<file path="src/design/scs_pkg.sv">
// ----------------------------------------------------------------------------
// Command sender package
// Shared types, codes and constants of the sound module command sender.
// ----------------------------------------------------------------------------
package scs_pkg;

    localparam int VALUE_W      = 16;
    localparam int TICK_W       = 19;
    localparam int CFG_IDX_W    = 3;
    localparam int CFG_DATA_W   = 19;
    localparam int SETTLE_STEPS = 7;

    localparam logic [31:0] CMD_STOP     = 32'h0000_FFFF;
    localparam logic [31:0] CMD_PAUSE    = 32'h0000_FFFE;
    localparam logic [31:0] CMD_VOL_BASE = 32'h0000_FFF0;

    localparam logic [15:0] START_RST  = 16'd1950;
    localparam logic [9:0]  SETUP_RST  = 10'd50;
    localparam logic [9:0]  HOLD_RST   = 10'd50;
    localparam logic [9:0]  HIGH_RST   = 10'd100;
    localparam logic [15:0] STOP_RST   = 16'd1900;
    localparam logic [15:0] RLOW_RST   = 16'd5000;
    localparam logic [18:0] RSET_RST   = 19'd300000;
    localparam logic [15:0] ARM_RST    = 16'd20000;
    localparam logic [2:0]  VOL_LEVEL_TOP = 3'd7;

    typedef enum logic [3:0] {
        PH_IDLE    = 4'd0,
        PH_START   = 4'd1,
        PH_SETUP   = 4'd2,
        PH_HOLD    = 4'd3,
        PH_HIGH    = 4'd4,
        PH_STOP    = 4'd5,
        PH_RLOW    = 4'd6,
        PH_RSETTLE = 4'd7,
        PH_ARM     = 4'd8,
        PH_WAIT    = 4'd9
    } t_phase;

    typedef enum logic [2:0] {
        FN_TICK      = 3'd0,
        FN_PLAY      = 3'd1,
        FN_PLAY_WAIT = 3'd2,
        FN_STOP      = 3'd3,
        FN_PAUSE     = 3'd4,
        FN_MUTE      = 3'd5,
        FN_UNMUTE    = 3'd6,
        FN_VOLUME    = 3'd7
    } t_func;

    typedef enum logic [1:0] {
        ST_OK         = 2'd0,
        ST_BUSY       = 2'd1,
        ST_BAD_VOLUME = 2'd2
    } t_status;

    typedef enum logic [CFG_IDX_W-1:0] {
        CFG_START    = 3'd0,
        CFG_SETUP    = 3'd1,
        CFG_HOLD     = 3'd2,
        CFG_HIGH     = 3'd3,
        CFG_STOP     = 3'd4,
        CFG_RLOW     = 3'd5,
        CFG_RSETTLE  = 3'd6,
        CFG_BUSY_ARM = 3'd7
    } t_cfg_reg;

    typedef struct packed {
        logic start;
        logic setup;
        logic hold;
        logic high;
        logic stop;
        logic rlow;
        logic rsettle;
        logic arm;
    } t_zero;

    typedef struct packed {
        logic          clock_level;
        logic          data_level;
        logic          reset_level;
        logic          controller_busy;
        logic [1:0]    status;
    } t_result;

    function automatic logic phase_is_zero(input t_phase ph, input t_zero z);
        logic r;
        case (ph)
            PH_START:   r = z.start;
            PH_SETUP:   r = z.setup;
            PH_HOLD:    r = z.hold;
            PH_HIGH:    r = z.high;
            PH_STOP:    r = z.stop;
            PH_RLOW:    r = z.rlow;
            PH_RSETTLE: r = z.rsettle;
            default:    r = z.arm;
        endcase
        return r;
    endfunction

endpackage

</file>
<file path="src/design/scs_if.sv">
// ----------------------------------------------------------------------------
// Command sender channels
// Valid/ready channels for ticks, results and register writes.
// ----------------------------------------------------------------------------
interface scs_in_if;
    logic        valid;
    logic        ready;
    logic [2:0]  func;
    logic [15:0] value;
    logic        do_reset;
    logic        busy_level;

    modport source (output valid, func, value, do_reset, busy_level, input ready);
    modport sink   (input valid, func, value, do_reset, busy_level, output ready);
endinterface

interface scs_out_if;
    logic       valid;
    logic       ready;
    logic       clock_level;
    logic       data_level;
    logic       reset_level;
    logic       controller_busy;
    logic [1:0] status;

    modport source (output valid, clock_level, data_level, reset_level,
                    controller_busy, status, input ready);
    modport sink   (input valid, clock_level, data_level, reset_level,
                    controller_busy, status, output ready);
endinterface

interface scs_cfg_if;
    logic        valid;
    logic        ready;
    logic [2:0]  index;
    logic [18:0] data;

    modport source (output valid, index, data, input ready);
    modport sink   (input valid, index, data, output ready);
endinterface

</file>
<file path="src/design/sound_module_command_sender.sv">
// ----------------------------------------------------------------------------
// Sound module command sender
// Drives the clock, data and reset lines of a voice playback module.
// ----------------------------------------------------------------------------
// Every word on i_in is one timing tick and may carry a command or a reset
// request; every accepted word yields exactly one word on o_out with the line
// levels, the busy flag and the request status for that tick.
// Register writes arrive on i_cfg and are always taken; the user must make
// them only while the block is idle, which the block itself does not enforce.
// A tick is evaluated in the cycle it is accepted: the request check and all
// phase changes whose periods have run out settle in one pass, and the result
// is registered. One tick is accepted per cycle while i_in.ready is high.
// The result register is backed by a one-word skid register. When the
// receiver stalls, one more tick is taken into the skid register and i_in
// then drops ready until the receiver takes a word.
// Synchronous reset returns the lines to clock high, data low, reset high,
// the stored volume to seven, the period registers to their defaults and
// empties both result registers.
// ----------------------------------------------------------------------------
module sound_module_command_sender
    import scs_pkg::*;
#(
    parameter int WORD_BITS = 16
) (
    input  logic           i_clk,
    input  logic           i_rst_n,
    scs_in_if.sink         i_in,
    scs_cfg_if.sink        i_cfg,
    scs_out_if.source      o_out
);

    localparam int BL_W = $clog2(WORD_BITS + 1);

    typedef struct packed {
        t_phase                phase;
        logic                  fresh;
        logic [BL_W-1:0]       bits;
        logic [WORD_BITS-1:0]  shift;
        logic                  wt;
        logic                  clk;
        logic                  dat;
        logic                  rsl;
    } t_seq;

    function automatic logic [WORD_BITS-1:0] fit_word(input logic [31:0] w);
        return WORD_BITS'(w);
    endfunction

    function automatic t_seq after_bits(input t_seq s, input t_zero z);
        t_seq                 n;
        logic [WORD_BITS-1:0] tail;
        n       = s;
        tail    = s.shift >> (WORD_BITS - int'(s.bits));
        n.fresh = 1'b1;
        if (s.bits != '0) begin
            if (z.setup && z.hold && z.high) begin
                n.dat   = tail[0];
                n.shift = '0;
                n.bits  = '0;
                n.clk   = 1'b1;
                n.phase = PH_STOP;
            end else begin
                n.clk   = 1'b0;
                n.phase = PH_SETUP;
            end
        end else begin
            n.phase = PH_STOP;
        end
        return n;
    endfunction

    function automatic t_seq seq_step(input t_seq s, input logic aged_expired,
                                      input logic busy, input t_zero z);
        t_seq n;
        t_seq h;
        logic expired;
        n       = s;
        h       = s;
        expired = s.fresh ? phase_is_zero(s.phase, z) : aged_expired;
        case (s.phase)
            PH_IDLE: begin
                n = s;
            end
            PH_WAIT: begin
                if (!busy) begin
                    n.phase = PH_IDLE;
                    n.fresh = 1'b1;
                end
            end
            default: begin
                if (expired) begin
                    n.fresh = 1'b1;
                    case (s.phase)
                        PH_START: begin
                            n = after_bits(s, z);
                        end
                        PH_SETUP: begin
                            n.dat   = s.shift[WORD_BITS-1];
                            n.phase = PH_HOLD;
                        end
                        PH_HOLD: begin
                            n.clk   = 1'b1;
                            n.phase = PH_HIGH;
                        end
                        PH_HIGH: begin
                            h.shift = s.shift << 1;
                            if (s.bits != '0) begin
                                h.bits = s.bits - BL_W'(1);
                            end
                            n = after_bits(h, z);
                        end
                        PH_STOP: begin
                            n.phase = s.wt ? PH_ARM : PH_IDLE;
                            n.wt    = 1'b0;
                        end
                        PH_RLOW: begin
                            n.rsl   = 1'b1;
                            n.phase = PH_RSETTLE;
                        end
                        PH_ARM: begin
                            n.phase = PH_WAIT;
                        end
                        default: begin
                            n.phase = PH_IDLE;
                        end
                    endcase
                end
            end
        endcase
        return n;
    endfunction

    logic [15:0]          r_start_ticks;
    logic [9:0]           r_setup_ticks;
    logic [9:0]           r_hold_ticks;
    logic [9:0]           r_high_ticks;
    logic [15:0]          r_stop_ticks;
    logic [15:0]          r_rlow_ticks;
    logic [18:0]          r_rsettle_ticks;
    logic [15:0]          r_arm_ticks;

    t_phase               r_phase;
    logic [TICK_W-1:0]    r_tick;
    logic [WORD_BITS-1:0] r_shift;
    logic [BL_W-1:0]      r_bits;
    logic [2:0]           r_volume;
    logic                 r_wait;
    logic                 r_clock;
    logic                 r_data;
    logic                 r_reset_line;

    t_result              r_out;
    logic                 r_out_valid;
    t_result              r_skid;
    logic                 r_skid_valid;

    t_seq                 n_seq;
    t_seq                 req_seq;
    logic [TICK_W-1:0]    n_tick;
    logic [2:0]           n_volume;
    t_status              req_status;
    t_result              n_result;
    t_zero                zero;
    logic [TICK_W-1:0]    cur_duration;
    logic                 aged_expired;
    logic                 in_accept;
    logic                 out_pop;

    assign in_accept   = i_in.valid && i_in.ready;
    assign out_pop     = r_out_valid && o_out.ready;
    assign i_in.ready  = !r_skid_valid;
    assign i_cfg.ready = 1'b1;

    assign zero.start   = (r_start_ticks == '0);
    assign zero.setup   = (r_setup_ticks == '0);
    assign zero.hold    = (r_hold_ticks == '0);
    assign zero.high    = (r_high_ticks == '0);
    assign zero.stop    = (r_stop_ticks == '0);
    assign zero.rlow    = (r_rlow_ticks == '0);
    assign zero.rsettle = (r_rsettle_ticks == '0);
    assign zero.arm     = (r_arm_ticks == '0);

    always_comb begin
        case (r_phase)
            PH_START:   cur_duration = TICK_W'(r_start_ticks);
            PH_SETUP:   cur_duration = TICK_W'(r_setup_ticks);
            PH_HOLD:    cur_duration = TICK_W'(r_hold_ticks);
            PH_HIGH:    cur_duration = TICK_W'(r_high_ticks);
            PH_STOP:    cur_duration = TICK_W'(r_stop_ticks);
            PH_RLOW:    cur_duration = TICK_W'(r_rlow_ticks);
            PH_RSETTLE: cur_duration = r_rsettle_ticks;
            default:    cur_duration = TICK_W'(r_arm_ticks);
        endcase
    end

    assign aged_expired = (r_tick >= cur_duration);

    always_comb begin
        req_seq.phase = r_phase;
        req_seq.fresh = 1'b0;
        req_seq.bits  = r_bits;
        req_seq.shift = r_shift;
        req_seq.wt    = r_wait;
        req_seq.clk   = r_clock;
        req_seq.dat   = r_data;
        req_seq.rsl   = r_reset_line;
        req_status    = ST_OK;
        n_volume      = r_volume;
        if (i_in.do_reset || (t_func'(i_in.func) != FN_TICK)) begin
            if (r_phase != PH_IDLE) begin
                req_status = ST_BUSY;
            end else if (i_in.do_reset) begin
                req_seq.clk   = 1'b1;
                req_seq.rsl   = 1'b0;
                req_seq.phase = PH_RLOW;
                req_seq.fresh = 1'b1;
            end else begin
                req_seq.bits  = BL_W'(WORD_BITS);
                req_seq.wt    = 1'b0;
                req_seq.clk   = 1'b0;
                req_seq.phase = PH_START;
                req_seq.fresh = 1'b1;
                case (t_func'(i_in.func))
                    FN_PLAY: begin
                        req_seq.shift = fit_word(32'(i_in.value));
                    end
                    FN_PLAY_WAIT: begin
                        req_seq.shift = fit_word(32'(i_in.value));
                        req_seq.wt    = 1'b1;
                    end
                    FN_STOP: begin
                        req_seq.shift = fit_word(CMD_STOP);
                    end
                    FN_PAUSE: begin
                        req_seq.shift = fit_word(CMD_PAUSE);
                    end
                    FN_MUTE: begin
                        req_seq.shift = fit_word(CMD_VOL_BASE);
                    end
                    FN_UNMUTE: begin
                        req_seq.shift = fit_word(CMD_VOL_BASE | 32'(r_volume));
                    end
                    default: begin
                        if (i_in.value <= 16'(VOL_LEVEL_TOP)) begin
                            n_volume      = i_in.value[2:0];
                            req_seq.shift = fit_word(CMD_VOL_BASE | 32'(i_in.value[2:0]));
                        end else begin
                            req_seq.phase = r_phase;
                            req_seq.fresh = 1'b0;
                            req_seq.bits  = r_bits;
                            req_seq.shift = r_shift;
                            req_seq.wt    = r_wait;
                            req_seq.clk   = r_clock;
                            req_status    = ST_BAD_VOLUME;
                        end
                    end
                endcase
            end
        end
    end

    always_comb begin
        n_seq = req_seq;
        for (int k = 0; k < SETTLE_STEPS; k++) begin
            n_seq = seq_step(n_seq, aged_expired, i_in.busy_level, zero);
        end
    end

    always_comb begin
        if ((n_seq.phase != PH_IDLE) && (n_seq.phase != PH_WAIT)) begin
            n_tick = (n_seq.fresh ? '0 : r_tick) + TICK_W'(1);
        end else begin
            n_tick = r_tick;
        end
    end

    always_comb begin
        n_result.clock_level     = n_seq.clk;
        n_result.data_level      = n_seq.dat;
        n_result.reset_level     = n_seq.rsl;
        n_result.controller_busy = (n_seq.phase != PH_IDLE);
        n_result.status          = req_status;
    end

    always_ff @(posedge i_clk) begin
        if (!i_rst_n) begin
            r_start_ticks   <= START_RST;
            r_setup_ticks   <= SETUP_RST;
            r_hold_ticks    <= HOLD_RST;
            r_high_ticks    <= HIGH_RST;
            r_stop_ticks    <= STOP_RST;
            r_rlow_ticks    <= RLOW_RST;
            r_rsettle_ticks <= RSET_RST;
            r_arm_ticks     <= ARM_RST;
        end else if (i_cfg.valid && i_cfg.ready) begin
            case (t_cfg_reg'(i_cfg.index))
                CFG_START:   r_start_ticks   <= i_cfg.data[15:0];
                CFG_SETUP:   r_setup_ticks   <= i_cfg.data[9:0];
                CFG_HOLD:    r_hold_ticks    <= i_cfg.data[9:0];
                CFG_HIGH:    r_high_ticks    <= i_cfg.data[9:0];
                CFG_STOP:    r_stop_ticks    <= i_cfg.data[15:0];
                CFG_RLOW:    r_rlow_ticks    <= i_cfg.data[15:0];
                CFG_RSETTLE: r_rsettle_ticks <= i_cfg.data;
                default:     r_arm_ticks     <= i_cfg.data[15:0];
            endcase
        end
    end

    always_ff @(posedge i_clk) begin
        if (!i_rst_n) begin
            r_phase      <= PH_IDLE;
            r_tick       <= '0;
            r_shift      <= '0;
            r_bits       <= '0;
            r_volume     <= VOL_LEVEL_TOP;
            r_wait       <= 1'b0;
            r_clock      <= 1'b1;
            r_data       <= 1'b0;
            r_reset_line <= 1'b1;
        end else if (in_accept) begin
            r_phase      <= n_seq.phase;
            r_tick       <= n_tick;
            r_shift      <= n_seq.shift;
            r_bits       <= n_seq.bits;
            r_volume     <= n_volume;
            r_wait       <= n_seq.wt;
            r_clock      <= n_seq.clk;
            r_data       <= n_seq.dat;
            r_reset_line <= n_seq.rsl;
        end
    end

    always_ff @(posedge i_clk) begin
        if (!i_rst_n) begin
            r_out_valid  <= 1'b0;
            r_skid_valid <= 1'b0;
        end else if (r_skid_valid) begin
            if (out_pop) begin
                r_out        <= r_skid;
                r_skid_valid <= 1'b0;
            end
        end else if (in_accept) begin
            if (!r_out_valid || out_pop) begin
                r_out       <= n_result;
                r_out_valid <= 1'b1;
            end else begin
                r_skid       <= n_result;
                r_skid_valid <= 1'b1;
            end
        end else if (out_pop) begin
            r_out_valid <= 1'b0;
        end
    end

    assign o_out.valid           = r_out_valid;
    assign o_out.clock_level     = r_out.clock_level;
    assign o_out.data_level      = r_out.data_level;
    assign o_out.reset_level     = r_out.reset_level;
    assign o_out.controller_busy = r_out.controller_busy;
    assign o_out.status          = r_out.status;

endmodule

</file>
<file path="src/flat_wrapper.sv">
// flat-port wrapper written by rule: the top's interface ports become plain ports
module sound_module_command_sender_flat import scs_pkg::*;
#(
    parameter int WORD_BITS = 16
)
  (i_clk, i_rst_n, i_in_valid, i_in_func, i_in_value, i_in_do_reset, i_in_busy_level, i_in_ready, i_cfg_valid, i_cfg_index, i_cfg_data, i_cfg_ready, o_out_valid, o_out_clock_level, o_out_data_level, o_out_reset_level, o_out_controller_busy, o_out_status, o_out_ready);
  scs_in_if i_in_i ();
  scs_cfg_if i_cfg_i ();
  scs_out_if o_out_i ();
  input  logic i_clk;
  input  logic i_rst_n;
  input wire logic [$bits(i_in_i.valid)-1:0] i_in_valid;
  input wire logic [$bits(i_in_i.func)-1:0] i_in_func;
  input wire logic [$bits(i_in_i.value)-1:0] i_in_value;
  input wire logic [$bits(i_in_i.do_reset)-1:0] i_in_do_reset;
  input wire logic [$bits(i_in_i.busy_level)-1:0] i_in_busy_level;
  output wire logic [$bits(i_in_i.ready)-1:0] i_in_ready;
  input wire logic [$bits(i_cfg_i.valid)-1:0] i_cfg_valid;
  input wire logic [$bits(i_cfg_i.index)-1:0] i_cfg_index;
  input wire logic [$bits(i_cfg_i.data)-1:0] i_cfg_data;
  output wire logic [$bits(i_cfg_i.ready)-1:0] i_cfg_ready;
  output wire logic [$bits(o_out_i.valid)-1:0] o_out_valid;
  output wire logic [$bits(o_out_i.clock_level)-1:0] o_out_clock_level;
  output wire logic [$bits(o_out_i.data_level)-1:0] o_out_data_level;
  output wire logic [$bits(o_out_i.reset_level)-1:0] o_out_reset_level;
  output wire logic [$bits(o_out_i.controller_busy)-1:0] o_out_controller_busy;
  output wire logic [$bits(o_out_i.status)-1:0] o_out_status;
  input wire logic [$bits(o_out_i.ready)-1:0] o_out_ready;
  assign i_in_i.valid = i_in_valid;
  assign i_in_i.func = i_in_func;
  assign i_in_i.value = i_in_value;
  assign i_in_i.do_reset = i_in_do_reset;
  assign i_in_i.busy_level = i_in_busy_level;
  assign i_in_ready = i_in_i.ready;
  assign i_cfg_i.valid = i_cfg_valid;
  assign i_cfg_i.index = i_cfg_index;
  assign i_cfg_i.data = i_cfg_data;
  assign i_cfg_ready = i_cfg_i.ready;
  assign o_out_valid = o_out_i.valid;
  assign o_out_clock_level = o_out_i.clock_level;
  assign o_out_data_level = o_out_i.data_level;
  assign o_out_reset_level = o_out_i.reset_level;
  assign o_out_controller_busy = o_out_i.controller_busy;
  assign o_out_status = o_out_i.status;
  assign o_out_i.ready = o_out_ready;
  sound_module_command_sender #(.WORD_BITS(WORD_BITS)) u_core (.i_clk(i_clk), .i_rst_n(i_rst_n), .i_in(i_in_i), .i_cfg(i_cfg_i), .o_out(o_out_i));
endmodule
</file>
<file path="config.mk">
export PLATFORM = sky130hd
export DESIGN_NAME = sound_module_command_sender_flat
export DESIGN_NICKNAME = d
export VERILOG_FILES = /design/src/design/scs_pkg.sv /design/src/design/scs_if.sv /design/src/design/sound_module_command_sender.sv /design/src/flat_wrapper.sv
export SDC_FILE = /design/constraint.sdc
export NUM_CORES = 1
export LEC_CHECK = 0
export BUFFER_PORTS_ARGS = -buffer_cell sky130_fd_sc_hd__buf_4
export CORE_MARGIN = 10
export CORE_UTILIZATION = 30
export CTS_CLUSTER_SIZE = 40
export DETAILED_ROUTE_END_ITERATION = 6
export SLEW_MARGIN = 30
export SYNTH_ARGS = -nofsm -noshare
export SYNTH_HDL_FRONTEND = slang
export SYNTH_SLANG_ARGS = --single-unit
export TNS_END_PERCENT = 30
</file>
<file path="constraint.sdc">
create_clock -name i_clk -period 24.5 [get_ports i_clk]
set_input_delay 6.125 -clock i_clk [delete_from_list [all_inputs] [get_ports i_clk]]
set_output_delay 6.125 -clock i_clk [all_outputs]
set_load 0.05 [all_outputs]
</file>
After elaboration in Yosys (flattened, before gate mapping)

Cells that the tools add are included.

Logic and storage cells: 451
Output and inout port bits: 9
Register bits after elaboration: 178
Input bits: 48

Mux-type cells: 224
Eq/ne operators: 85
Bitwise gates (word level): 6
Shift-type cells: 14
$add $sub $neg: 22
Reductions and logical operators: 69
$lt $le $gt $ge: 2

Operators by type and width:

| kind                | count |
|---|---|
| $mux 21             | 28 |
| $shr 16x32->1       | 14 |
| $pmux 21 s2         | 7 |
| $mux 30             | 7 |
| $pmux 4 s7          | 7 |
| $mux 5              | 36 |
| $mux 25             | 7 |
| $pmux 19 s7         | 1 |
| $eq 4x3->1 const B  | 32 |
| $sub 5x5->6 const A | 14 |
| $pmux 16 s5         | 1 |
| $pmux 5 s2          | 7 |
| $reduce_bool 5->1   | 14 |
| $eq 4x2->1 const B  | 16 |
| $logic_not 16->1    | 4 |
| $eq 4x4->1 const B  | 14 |
| $mux 28             | 2 |
| $pmux 1 s7          | 7 |
| $mux 1              | 48 |
| $pmux 1 s3          | 14 |
| $mux 2              | 20 |
| $mux 4              | 10 |
| $mux 3              | 12 |
| $sub 5x1->5 const B | 7 |
| 34 further kinds    | 93 |

Longest topological paths before layout

Depth in word-level cells: 94
Mapped depth: 65
Mapped depth without buffers: 56

Worst setup path before layout

No wires, ideal clock.

Path kind: input -> register
Start: input i_in_func[1]
End: register u_core.r_tick[14]
Path slack: 6343 ps
Library setup time: 119 ps
Stages: 63
Arrival time: 18038 ps
Path buffers: 9
Data required time: 24381 ps
Path through: clkbuf_1 -> nor3_2 -> nor3_1 -> nand2_1 -> nand2_1 -> clkbuf_1 -> ha_1 -> o21a_1 -> ha_1 -> clkbuf_1 -> xor2_1 -> clkinv_1 -> ha_1 -> and3_1 -> ha_1 -> nor2_1 -> or3_1 -> clkbuf_1 -> [... 27 more ...] -> o22ai_1 -> nor2_1 -> clkbuf_1 -> and2_1 -> ha_1 -> mux2_2 -> ha_1 -> nor2b_1 -> ha_1 -> nor2_1 -> nor3_1 -> o311ai_1 -> or2b_1 -> o2111ai_2 -> o21ai_2 -> buf_6 -> o311a_1 -> o21bai_1

Longest elaborated chain between the ends: 79
Elaborated cells on any way between the ends: 252
Classes of those cells: add/sub (8); eq/ne (70); mux (140); reduce/logical (34)

RTL lines:

| what                                             | line                                                                                                      | RTL |
|---|---|---|
| start: declaration                               | flat_wrapper.sv:13                                                                                        | `input wire logic [$bits(i_in_i.func)-1:0] i_in_func;` |
| $eq 3x1->1, or another cell as far along         | sound_module_command_sender.sv:223                                                                        | `case (t_func'(i_in.func))` |
| $reduce_or 6->1 (no line)                        | --                                                                                                        |  |
| $mux 10                                          | sound_module_command_sender.sv:223                                                                        |  |
| $mux 22                                          | sound_module_command_sender.sv:212                                                                        | `end else if (i_in.do_reset) begin` |
| $mux 28                                          | sound_module_command_sender.sv:210                                                                        | `if (r_phase != PH_IDLE) begin` |
| $mux 28 *                                        | sound_module_command_sender.sv:209                                                                        | `if (i_in.do_reset \|\| (t_func'(i_in.func) != FN_TICK)) begin` |
| $sub 5x1->5 or $reduce_bool 5->1 (tied branches) | sound_module_command_sender.sv:108, sound_module_command_sender.sv:55, sound_module_command_sender.sv:107 |  |
| $mux 5                                           | sound_module_command_sender.sv:107                                                                        | `if (s.bits != '0) begin` |
| [... 63 more ...]                                | --                                                                                                        |  |
| $reduce_bool 5->1                                | sound_module_command_sender.sv:55                                                                         | `if (s.bits != '0) begin` |
| $mux 3                                           | sound_module_command_sender.sv:55                                                                         |  |
| $pmux 4 s7                                       | sound_module_command_sender.sv:93                                                                         | `case (s.phase)` |
| $mux 30                                          | sound_module_command_sender.sv:91                                                                         | `if (expired) begin` |
| $pmux 5 s2 *                                     | sound_module_command_sender.sv:80                                                                         | `case (s.phase)` |
| $ne 4x4->1 or $reduce_bool 4->1 (tied branches)  | sound_module_command_sender.sv:270                                                                        | `if ((n_seq.phase != PH_IDLE) && (n_seq.phase != PH_WAIT)) begin` |
| $logic_and 1x1->1                                | sound_module_command_sender.sv:270                                                                        |  |
| $reduce_and 2->1 (no line)                       | --                                                                                                        |  |
| end signal: assignment                           | sound_module_command_sender.sv:322                                                                        | `r_tick <= n_tick;` |
| end: declaration                                 | sound_module_command_sender.sv:143                                                                        | `logic [TICK_W-1:0] r_tick;` |

Every way passes the cells marked *; elsewhere a longest branch is shown, timed or not. The select of a mux whose other input is x is not followed.
A chain may end at the register's enable or synchronous reset.

Worst setup path after layout

Start: input i_in_value[14]
End: register u_core.r_tick[5]

Longest elaborated chain between the ends: 79
Elaborated cells on any way between the ends: 245
Classes of those cells: add/sub (8); order compare (1); eq/ne (64); mux (142); reduce/logical (30)

RTL lines:

| what                                             | line                                                                                                      | RTL |
|---|---|---|
| start: declaration                               | flat_wrapper.sv:14                                                                                        | `input wire logic [$bits(i_in_i.value)-1:0] i_in_value;` |
| $le 16x3->1 *                                    | sound_module_command_sender.sv:244                                                                        | `if (i_in.value <= 16'(VOL_LEVEL_TOP)) begin` |
| $mux 10                                          | sound_module_command_sender.sv:244                                                                        |  |
| $mux 10                                          | sound_module_command_sender.sv:223                                                                        |  |
| $mux 22                                          | sound_module_command_sender.sv:212                                                                        |  |
| $mux 28 *                                        | sound_module_command_sender.sv:210                                                                        |  |
| $mux 28 *                                        | sound_module_command_sender.sv:209                                                                        |  |
| $sub 5x1->5 or $reduce_bool 5->1 (tied branches) | sound_module_command_sender.sv:108, sound_module_command_sender.sv:55, sound_module_command_sender.sv:107 |  |
| $mux 5                                           | sound_module_command_sender.sv:107                                                                        |  |
| [... 63 more ...]                                | --                                                                                                        |  |
| $reduce_bool 5->1                                | sound_module_command_sender.sv:55                                                                         |  |
| $mux 3                                           | sound_module_command_sender.sv:55                                                                         |  |
| $pmux 4 s7                                       | sound_module_command_sender.sv:93                                                                         |  |
| $mux 30                                          | sound_module_command_sender.sv:91                                                                         |  |
| $pmux 5 s2 *                                     | sound_module_command_sender.sv:80                                                                         |  |
| $ne 4x4->1 or $reduce_bool 4->1 (tied branches)  | sound_module_command_sender.sv:270                                                                        |  |
| $logic_and 1x1->1                                | sound_module_command_sender.sv:270                                                                        |  |
| $reduce_and 2->1 (no line)                       | --                                                                                                        |  |

Marks and branches as above.

==> out/results.tsv <==
stage	metric	value	unit
synthesis	syn-cell-area	13000	um^2
sta	rsz0062_at_grt	false	
worst_setup_path	startpoint_type	input port	
cts	cts_sinks	178	
routing	viasPerCell	5.91	
layout	antenna_cells	0	
grt	gr-total-overflow	0	
floorplanning	die_w	228	um
grt	grt_pass1_vias	12672	
grt	grt_usage	17.0	%
synthesis	synth.largest_area_cell	dfxtp_1	
floorplanning	chipHeight	228	um
cts	cts_tree	done	
floorplanning	num_io_pins	57	
synthesis	ys_types	96	
worst_setup_path	critical_path_peak_fanout	21	
floorplanning	dieArea	52200	um^2
grt	grt_start_max_net_pins	85	
routing	postRouteAntennaNets	0	
layout	drive_above_1_share	10.2	%
worst_setup_path	cp.required	24.83	ns
sta	fin_crit_sh	84.8	%
worst_setup_path	cp_common_cell	ha_1	
layout	fin_util	33.6	%
synthesis	syn_nets	1843	
layout	fill_cells	4658	
power	leakage	5.31	nW
placed_design	dp_hpwl	34.6	mm
cts	clkLatencyLatePin	0.46	ns
routing	routed_wl	46.6	mm
placed_design	gp_congestion	0.947	
synthesis	synth-edff-count	12	
grt	antenna_found_initial	0	
placed_design	io_buffers	55	
synthesis	synth-main-ff-cell	dfxtp_1	
layout	fin_nets	1815	
placed_design	post_dp_cell_area	13800	um^2
sta	clock_skew	0.0212	ns
cts	post_cts_buffers	0	
sta	clock.fmax	0.0481	GHz
worst_setup_path	slowest_delay	0.75	ns
cts	clockBufferDepth	2	
power	power.density	143	nW/um^2
cts	cts_made_buffers	17	
cts	cts_resized	0	
synthesis	yosys_warnings	0	
synthesis	synthTopCellsByArea	dfxtp_1 26%, nand2_1 10%, a21oi_1 5.7%	
routing	wire_per_inst	20.0	um
floorplanning	core	43000	um^2
placed_design	placedCellCount	2293	
floorplanning	rows	76	
routing	dr.pass1.iters	7	
synthesis	synthArstFlopShare	0	%
cts	clk_pin_slew	0.08	ns
worst_setup_path	endpoint_kind	flop	
synthesis	netlist_instances	1755	
worst_setup_path	crit_type	in2reg	
worst_setup_path	crit_family	simple AND/OR/NAND/NOR gates	
cts	cts_max_level	4	
worst_setup_path	cp.buffers_inverters	5	
layout	fin_cells	2325	
sta	worstMarginPinSlew	0.968	ns
sta	fin_crit	20.78	ns
cts	hold_buffers	0	
layout	fin_area	14400	um^2
synthesis	yosys_register_bits	178	
layout	area_growth	10.9	%
synthesis	syn_area_per_cell	7.42	um^2
synthesis	synth_top_cell_area_share	25.5	%
status	violations	DRC	
hold_path	hp-class	reg2reg	
status	status	finished, violations left	
sta	setup_viol	0	
floorplanning	start_util	30.3	%
sta	relSlewSlack	35.5	%
routing	vias	13748	
routing	drcViolationCount	1	
power	peakVddDrop	0.0000726	V
routing	drt-initial-drc-count	1381	
worst_setup_path	arrival	21.10	ns
grt	grt_pass1_wl	72.5	mm
sta	slew_violations	0	
flow_run	drv_cap	0	
sta	setup_tns	0	ns
sta	hold_viol_final	0	
worst_setup_path	r2r_slack	8.55	ns
worst_setup_path	slowest_stage	o21ai_2	
cts	clock-root-buffer	clkbuf_16	
synthesis	seq_area_frac_synth	28.3	%
flip-flops by register name, indices dropped and copies added (netlist names), 2 cells and up:
register / flops
u_core.o_out.status: 2
u_core.r_arm_ticks: 16
u_core.r_bits: 5
u_core.r_high_ticks: 10
u_core.r_hold_ticks: 10
u_core.r_phase: 4
u_core.r_rlow_ticks: 16
u_core.r_rsettle_ticks: 19
u_core.r_setup_ticks: 10
u_core.r_shift: 16
u_core.r_skid: 6
u_core.r_start_ticks: 16
u_core.r_stop_ticks: 16
u_core.r_tick: 19
u_core.r_volume: 3
where the power goes:
part / leakage (nW) / internal, mW / switching [mW]
Clock: 0.285 / 0.142 / 0.139
Combinational: 3.56 / 0.495 / 0.949
Sequential: 1.46 / 0.319 / 0.0209
cell families (layout without fill, tap and decap cells):
| logic type | Yosys count | count (layout) | synth area share [%] |
|---|---|---|---|
| adders and majority gates | 40 | 40 | 3.84 |
| and+or+nand+nor | 778 | 778 | 27.6 |
| buffers and inverters | 141 | 126 | 4.58 |
| xor gates and xnor gates | 26 | 26 | 1.75 |
| muxes | 55 | 55 | 5.83 |
| AOI/OAI and AO/OA | 536 | 536 | 28.1 |
| other | 1 | 1 | 0.0288 |
| DFF | 178 | 178 | 28.3 |
through the flow:
step	power, mW	setup slack [ns]	hold slack (ns)
after floorplan	1.45	6.34	0.439
after global placement	1.73	3.77	0.458
after detailed placement	1.75	3.49	0.464
after CTS	2.04	3.93	0.474
after global routing	2.20	2.35	0.498
final	2.06	3.72	0.475
tightest hold or removal path, cell delays in order (launching register included):
cell	delay [ns]
dfxtp_1	0.32
nand2_1	0.06
a21oi_1	0.05
cells in the mapped netlist (all sizes together) (15+ instances only):
master    n
o21ai    94
nand3    91
and3     41
a21oi   151
dfxtp   166
o221ai   20
nand4b   15
o22ai    41
nor3     25
o21a     17
a22oi    25
mux2     15
nor2    136
o211ai   23
a211oi   18
nand2   352
mux2i    26
clkbuf  103
inv      17
a31oi    18
nor4     35
ha       40
buf      17
layer usage:
| metal | track usage (%) | vias up | part of all wire (%) |
|---|---|---|---|
| li1 | - | 6479 | - |
| met3 | 2.48 | 65 | 6.5 |
| met1 | 22.9 | 6606 | 46 |
| met4 | 5.39 | 0 | 2.4 |
| met2 | 27.3 | 598 | 46 |
| met5 | 0 | - | 0 |
cell usage in the layout, fill, tap and decap left out, types with 14 or more instances in the layout:
master     instances
inv_1             16
ha_1              40
buf_4             72
and2_1            14
a22oi_1           25
dfxtp_1          166
clkbuf_16         17
o21a_1            15
nor3_1            21
a211oi_1          17
nand3_1           91
nor2_1           131
mux4_2            14
nand4_1           14
o22ai_1           40
nor4_1            34
a21oi_1          148
nand4b_1          15
nand2_1          351
a31oi_1           18
mux2i_1           24
o221ai_1          17
o21ai_0           86
o211ai_1          22
and3_1            41
cell type report:
cell class                 instances  area (um^2)  area share (%)
tap                              585          732            5.07
sequential                       178         3680            25.5
clock buffer                      20          457            3.16
multi-input combinational       1436         8810            61.0
timing repair buffer              73          546            3.78
clock inverter                    12          138           0.953
inverter                          21         80.1           0.554
worst paths after layout:
path | start | cells after the start | to
worst max-delay path | i_in_value[14] | 56 | u_core.r_tick[5]
worst min-delay path | u_core.r_start_ticks[13] | 2 | u_core.r_start_ticks[13]
worst max register to register | u_core.r_phase[3] | 54 | u_core.r_tick[5]
worst min register to register | u_core.r_start_ticks[13] | 2 | u_core.r_start_ticks[13]
(Power assumes the default switching activity.)
